### config.mk
export PLATFORM = sky130hd
export DESIGN_NAME = cmux_basic_frame_deframer
export DESIGN_NICKNAME = d
export VERILOG_FILES = /design/src/hw/rtl/cmdf_pkg.sv /design/src/hw/rtl/cmux_basic_frame_deframer.sv /design/src/hw/rtl/cmdf_front.sv /design/src/hw/rtl/cmdf_fifo.sv
export SDC_FILE = /design/constraint.sdc
export NUM_CORES = 1
export LEC_CHECK = 0
export BUFFER_PORTS_ARGS = -buffer_cell sky130_fd_sc_hd__buf_2
export CAP_MARGIN = 30
export CORE_UTILIZATION = 48
export DETAILED_ROUTE_END_ITERATION = 8
export GPL_TIMING_DRIVEN = 0
export PLACE_DENSITY_LB_ADDON = 0.3
export SLEW_MARGIN = 20
export SYNTH_ARGS = -nofsm -noshare
export SYNTH_HDL_FRONTEND = slang
export SYNTH_SLANG_ARGS = --single-unit
export TNS_END_PERCENT = 10
### constraint.sdc
create_clock -name clk -period 5.3 [get_ports clk]
set_input_delay 0.795 -clock clk [delete_from_list [all_inputs] [get_ports clk]]
set_output_delay 0.795 -clock clk [all_outputs]
set_load 0.02 [all_outputs]
### src/hw/rtl/cmdf_pkg.sv
package cmdf_pkg;

	localparam logic [7:0]  FLAG_BYTE   = 8'hF9;
	localparam logic [7:0]  CRC_POLY    = 8'hE0;
	localparam logic [7:0]  CRC_INIT    = 8'hFF;
	localparam logic [7:0]  PF_MASK     = 8'h10;
	localparam int          PF_POS      = 4;
	localparam int          EA_POS      = 0;
	localparam logic [14:0] MAX_PAYLOAD_RST = 15'd256;

	typedef enum logic [2:0] {
		PH_HUNT,
		PH_ADDR,
		PH_CTRL,
		PH_LEN1,
		PH_LEN2,
		PH_DATA,
		PH_FCS,
		PH_END
	} phase_t;

	typedef enum logic [1:0] {
		KIND_BYTE,
		KIND_ACCEPT,
		KIND_DROP
	} kind_t;

	typedef struct packed {
		logic        truncated;
		logic        fcs_ok;
		logic [14:0] payload_len;
		logic [7:0]  frame_kind;
		logic        poll_final;
		logic        cmd_resp;
		logic [5:0]  channel;
		logic [7:0]  out_byte;
		kind_t       out_kind;
	} res_t;

	// reflected CRC-8, one byte
	function automatic logic [7:0] crc_step(input logic [7:0] crc, input logic [7:0] b);
		logic [7:0] c;
		c = crc ^ b;
		for (int i = 0; i < 8; i++) begin
			if (c[0]) begin
				c = (c >> 1) ^ CRC_POLY;
			end else begin
				c = c >> 1;
			end
		end
		return c;
	endfunction

endpackage

### src/hw/rtl/cmux_basic_frame_deframer.sv
// channel  dir  transfer when              payload
// s_*      in   s_tvalid & s_tready        tdata[7:0] rx_byte
// m_*      out  m_tvalid & m_tready        tdata result fields, tuser out_kind
// apb      in   psel & penable & pwrite    addr 0: max_payload[14:0]
//
// One received byte per cycle; the header parser and CRC step are
// combinational, so s_tready stays high unless the result queue is full.
// Results are registered in the result queue before they appear on m_*.
// Reset clears the parser and the queue; max_payload returns to 256.
// A stalled m_tready backs up FIFO_DEPTH results before s_tready drops.
module cmux_basic_frame_deframer
	import cmdf_pkg::*;
#(
	parameter int FIFO_DEPTH = 4
) (
	input  logic        clk,
	input  logic        arst_n,
	input  logic        s_tvalid,
	output logic        s_tready,
	input  logic [7:0]  s_tdata,   // [7:0] rx_byte
	output logic        m_tvalid,
	input  logic        m_tready,
	// [7:0] out_byte, [13:8] channel, [14] cmd_resp, [15] poll_final,
	// [23:16] frame_kind, [38:24] payload_len, [39] fcs_ok, [40] truncated
	output logic [47:0] m_tdata,
	output logic [1:0]  m_tuser,   // [1:0] out_kind
	input  logic        psel,
	input  logic        penable,
	input  logic        pwrite,
	input  logic [2:0]  paddr,
	input  logic [31:0] pwdata,
	output logic [31:0] prdata,
	output logic        pready
);

	logic [14:0] max_payload_q;
	logic        push, full;
	res_t        res, qres;
	logic        sel_max;

	assign pready  = 1'b1;
	assign sel_max = (paddr[2] == 1'b0);
	assign prdata  = sel_max ? {17'd0, max_payload_q} : 32'd0;

	always_ff @(posedge clk or negedge arst_n) begin
		if (!arst_n) begin
			max_payload_q <= MAX_PAYLOAD_RST;
		end else if (psel && penable && pwrite && pready && sel_max) begin
			max_payload_q <= pwdata[14:0];
		end
	end

	cmdf_front u_front (
		.clk         (clk),
		.arst_n      (arst_n),
		.in_valid    (s_tvalid),
		.in_byte     (s_tdata),
		.queue_full  (full),
		.max_payload (max_payload_q),
		.in_ready    (s_tready),
		.push        (push),
		.res         (res)
	);

	cmdf_fifo #(
		.WIDTH ($bits(res_t)),
		.DEPTH (FIFO_DEPTH)
	) u_queue (
		.clk    (clk),
		.arst_n (arst_n),
		.push   (push),
		.wdata  (res),
		.full   (full),
		.rvalid (m_tvalid),
		.pop    (m_tready),
		.rdata  (qres)
	);

	assign m_tuser = qres.out_kind;
	assign m_tdata = {7'd0, qres.truncated, qres.fcs_ok, qres.payload_len,
		qres.frame_kind, qres.poll_final, qres.cmd_resp, qres.channel, qres.out_byte};

endmodule

### src/hw/rtl/cmdf_front.sv
module cmdf_front
	import cmdf_pkg::*;
(
	input  logic        clk,
	input  logic        arst_n,
	input  logic        in_valid,
	input  logic [7:0]  in_byte,
	input  logic        queue_full,
	input  logic [14:0] max_payload,
	output logic        in_ready,
	output logic        push,
	output res_t        res
);

	phase_t      phase_q, phase_d;
	logic [7:0]  crc_q, crc_d;
	logic [14:0] count_q, count_d;
	logic [14:0] len_q, len_d;
	logic [5:0]  chan_q, chan_d;
	logic        cr_q, cr_d;
	logic        pf_q, pf_d;
	logic [7:0]  type_q, type_d;
	logic        good_q, good_d;
	logic        ovr_q, ovr_d;
	logic        has_res;
	logic [7:0]  crc_nx;
	logic [14:0] count_inc;
	logic [14:0] len1;
	logic [14:0] len2;

	assign in_ready  = !queue_full;
	assign crc_nx    = crc_step(crc_q, in_byte);
	assign count_inc = count_q + 15'd1;
	assign len1      = {8'd0, in_byte[7:1]};
	assign len2      = {in_byte, len_q[6:0]};

	always_comb begin
		phase_d = phase_q;
		crc_d   = crc_q;
		count_d = count_q;
		len_d   = len_q;
		chan_d  = chan_q;
		cr_d    = cr_q;
		pf_d    = pf_q;
		type_d  = type_q;
		good_d  = good_q;
		ovr_d   = ovr_q;
		has_res = 1'b0;
		res.out_kind    = KIND_BYTE;
		res.out_byte    = 8'd0;
		res.channel     = chan_q;
		res.cmd_resp    = cr_q;
		res.poll_final  = pf_q;
		res.frame_kind  = type_q;
		res.payload_len = len_q;
		res.fcs_ok      = 1'b0;
		res.truncated   = 1'b0;
		unique case (phase_q)
			PH_HUNT: begin
				if (in_byte == FLAG_BYTE) begin
					crc_d   = CRC_INIT;
					count_d = '0;
					len_d   = '0;
					good_d  = 1'b0;
					ovr_d   = 1'b0;
					phase_d = PH_ADDR;
				end
			end
			PH_ADDR: begin
				crc_d   = crc_nx;
				cr_d    = in_byte[1];
				chan_d  = in_byte[7:2];
				phase_d = PH_CTRL;
			end
			PH_CTRL: begin
				crc_d   = crc_nx;
				pf_d    = in_byte[PF_POS];
				type_d  = in_byte & ~PF_MASK;
				phase_d = PH_LEN1;
			end
			PH_LEN1: begin
				crc_d = crc_nx;
				len_d = len1;
				if (!in_byte[EA_POS]) begin
					phase_d = PH_LEN2;
				end else begin
					phase_d = (len1 == '0) ? PH_FCS : PH_DATA;
				end
			end
			PH_LEN2: begin
				crc_d   = crc_nx;
				len_d   = len2;
				phase_d = (len2 == '0) ? PH_FCS : PH_DATA;
			end
			PH_DATA: begin
				count_d = count_inc;
				// reaching the length takes precedence over the limit
				if (count_inc == len_q) begin
					phase_d = PH_FCS;
				end else if (max_payload != '0 && count_inc == max_payload) begin
					ovr_d   = 1'b1;
					phase_d = PH_END;
				end
				has_res      = 1'b1;
				res.out_byte = in_byte;
			end
			PH_FCS: begin
				good_d  = (in_byte == (CRC_INIT ^ crc_q));
				phase_d = PH_END;
			end
			PH_END: begin
				phase_d       = PH_HUNT;
				has_res       = 1'b1;
				res.out_kind  = (in_byte == FLAG_BYTE) ? KIND_ACCEPT : KIND_DROP;
				res.fcs_ok    = good_q;
				res.truncated = ovr_q;
			end
		endcase
	end

	logic fire;
	assign fire = in_valid && in_ready;
	assign push = fire && has_res;

	always_ff @(posedge clk or negedge arst_n) begin
		if (!arst_n) begin
			phase_q <= PH_HUNT;
			crc_q   <= CRC_INIT;
			count_q <= '0;
			len_q   <= '0;
			chan_q  <= '0;
			cr_q    <= 1'b0;
			pf_q    <= 1'b0;
			type_q  <= '0;
			good_q  <= 1'b0;
			ovr_q   <= 1'b0;
		end else if (fire) begin
			phase_q <= phase_d;
			crc_q   <= crc_d;
			count_q <= count_d;
			len_q   <= len_d;
			chan_q  <= chan_d;
			cr_q    <= cr_d;
			pf_q    <= pf_d;
			type_q  <= type_d;
			good_q  <= good_d;
			ovr_q   <= ovr_d;
		end
	end

endmodule

### src/hw/rtl/cmdf_fifo.sv
module cmdf_fifo #(
	parameter int WIDTH = 8,
	parameter int DEPTH = 4
) (
	input  logic             clk,
	input  logic             arst_n,
	input  logic             push,
	input  logic [WIDTH-1:0] wdata,
	output logic             full,
	output logic             rvalid,
	input  logic             pop,
	output logic [WIDTH-1:0] rdata
);

	localparam int AW = (DEPTH > 1) ? $clog2(DEPTH) : 1;
	localparam int CW = $clog2(DEPTH + 1);
	localparam logic [AW-1:0] LAST = AW'(DEPTH - 1);
	localparam logic [CW-1:0] FULL_CNT = CW'(DEPTH);

	logic [WIDTH-1:0] mem_q [DEPTH];
	logic [AW-1:0]    wr_q, rd_q;
	logic [CW-1:0]    cnt_q;
	logic             do_push, do_pop;

	assign full    = (cnt_q == FULL_CNT);
	assign rvalid  = (cnt_q != '0);
	assign do_push = push && !full;
	assign do_pop  = pop && rvalid;
	assign rdata   = mem_q[rd_q];

	always_ff @(posedge clk) begin
		if (do_push) begin
			mem_q[wr_q] <= wdata;
		end
	end

	always_ff @(posedge clk or negedge arst_n) begin
		if (!arst_n) begin
			wr_q  <= '0;
			rd_q  <= '0;
			cnt_q <= '0;
		end else begin
			if (do_push) begin
				wr_q <= (wr_q == LAST) ? '0 : wr_q + AW'(1);
			end
			if (do_pop) begin
				rd_q <= (rd_q == LAST) ? '0 : rd_q + AW'(1);
			end
			unique case ({do_push, do_pop})
				2'b10:   cnt_q <= cnt_q + CW'(1);
				2'b01:   cnt_q <= cnt_q - CW'(1);
				default: cnt_q <= cnt_q;
			endcase
		end
	end

endmodule

==> results.toml <==
[hold_path]
hp-class = "in2async"

[global_routing]
grt_pass1_wl_mm = 38.8
grt_start_max_net_pins = 48
grt_pass1_vias = 6934
antenna_found_initial = 0
grt.total_usage_pct = 20.8
gr-total-overflow = 0

[worst_setup_path]
end_kind = "output port"
cp-start-kind = "flop"
arrival_ns = 2.85
cp.required_ns = 4.51
critPathMaxFanout = 10
path_class = "reg2out"

[yosys]
yosys_warnings = 0
synth_top_area_cell = "edfxtp_1"
yosysMostFrequentCell = "edfxtp_1"
synthTopCellsByCount = "edfxtp_1 (168), dfrtp_1 (71), mux4_2 (42)"
synth.yosys.seq_area_share_pct = 61.6
yosysUniqueCellTypes = 73
ys_seq_elements = 248
synth_ff_type = "edfxtp_1"
syn_inst = 791
async_flop_share_pct = 32.3
syn_area_um2 = 11500
synth_top_area_share_pct = 44.0
synth-edff-count = 168
syn_area_per_cell_um2 = 14.5
synth_area_leaders = "edfxtp_1 (44%), dfrtp_1 (16%), mux4_2 (8.3%)"

[clock_tree]
clockRootBuffer = "clkbuf_16"
cts_max_level = 1
cts_setup_buffers = 0
clk_pin_slew_ns = 0.06
numCtsBuffers = 26
cts_tree = "yes"
clock_path_buffers = 3
clk_latency_ns = 0.53
post_cts_resized = 0
cts.sinks = 248
cts_hold_buf = 0

[die]
fp.coreArea_um2 = 23500
row_count = 56
die_x_um = 156
fp.dieArea_um2 = 24500
io_pins = 135
fp.dieH_um = 156
start_util_pct = 48.8

[placed_design]
placed_cells = 1221
post-dp-hpwl_mm = 15.9
io_buffers = 83
place.gp.congestion = 0.839

[sta]
setup-tns-final_ns = 0
slew_viol_final = 0
setup_viol = 0
worst_pin_slew_ns = 0.907
finalCriticalPeriod_ns = 3.65
hold_viol = 0
max-slew-margin-rel_pct = 39.5
rsz0062_at_grt = "false"
skew_ns = 0.0129
fmax_ghz = 0.274
finalCritPeriodShare_pct = 68.8

[flow_run]
max_cap_violations = 0

[power]
power.density_nw_per_um2 = 416
peakVddDrop_uv = 281
cellLeakagePower_uw = 0.00510
total_power_uw = 5560

[drt]
first_iter_violations = 484
firstDrtPassIters = 5
vias_per_cell = 5.47
vias = 6953
drcViolationCount = 0
finalWirelength_mm = 24.6
wire_per_inst_um = 19.3
ant_nets = 0

[finish]
syn_to_final_growth_pct = 16.5
drive_gt1_share_pct = 29.1
insertedDiodeCount = 0
layout.nets = 993
final_cells = 1271

[status]
status = "completed"
==> cells in the final DEF (no fill, tap or decap), types with 30 or more instances in the layout <==
master,instances
buf_2,89
mux4_2,42
nand2_1,31
buf_4,30
nor2_1,31
xnor2_1,39
mux2_2,31
dfrtp_1,71
o21ai_0,41
edfxtp_1,168
==> power breakdown <==
part / switching [uW] / total, uW / internal [uW]
clock: 740 / 1850 / 1110
sequential: 146 / 2410 / 2270
combinational: 704 / 1290 / 587
==> worst paths after layout <==
path / cells past startpoint / slack, ns / start / endpoint
min in group clk: 1 / 0.48 / u_queue.cnt_q[2] / u_queue.cnt_q[2]
max: 4 / 1.65 / u_queue.rd_q[0] / m_tdata[6]
max reg2reg: 9 / 2.15 / u_front.count_q[1] / u_front.ovr_q
max in group asynchronous: 2 / 4.38 / arst_n / u_front.crc_q[6]
min reg2reg: 1 / 0.48 / u_queue.cnt_q[2] / u_queue.cnt_q[2]
min: 1 / 0.23 / arst_n / max_payload_q[11]
==> cell families (layout without fill, tap and decap cells) <==
logic type | after synthesis | in the layout | synth area share (%)
compound gates | 116 | 116 | 6.73
flops | 248 | 248 | 61.6
mux | 73 | 73 | 11.3
simple gates | 183 | 183 | 9.43
buf+inv | 97 | 234 | 4.57
xor+xnor | 60 | 60 | 4.95
other cells | 2 | 26 | 0.0656
fa+ha+maj | 12 | 12 | 1.35
==> layer usage <==
metal,routed length (um),track usage [%]
met1,10500,27.1
met2,12400,36.5
met3,1290,2.88
met4,370,5.37
met5,0,0
==> state kept, by name, summed over array words and instances (netlist names) <==
name,flops
u_front.pf_q,1
u_front.crc_q,8
u_front.type_q,7
u_front.len_q,15
u_front.chan_q,6
u_front.count_q,15
u_queue.mem_q,168
u_queue.cnt_q,3
u_front.cr_q,1
u_front.good_q,1
u_front.ovr_q,1
u_front.phase_q,3
u_queue.wr_q,2
u_queue.rd_q,2
max_payload_q,15
==> critical path, stage by stage (launching register included) <==
cell      delay, ns
dfrtp_1        0.35
clkbuf_1       0.43
buf_1          0.74
mux4_2         0.63
buf_2          0.18
==> through the flow <==
step           cell area (um2)  setup slack (ns)  util (%)  hold slack, ns
3_5_place_dp             12400              1.71      53.0           0.468
5_1_grt                  13300              1.46      56.9           0.266
2_1_floorplan            11500              2.64         -           0.448
4_1_cts                  13300              1.56      56.8           0.241
3_3_place_gp             12400              1.58      52.7           0.464
6_report                 13300              1.65      56.9           0.234
==> final cells by class <==
type / instances / area, um2
clock inverter: 12 / 123
inverter: 25 / 93.8
clock buffer: 36 / 769
buffer: 72 / 429
tap: 319 / 399
timing repair buffer: 89 / 488
sequential: 248 / 7060
fill: 1919 / 10100
multi-input combinational: 470 / 3990
Note: power is estimated with default switching activity, not from simulation.
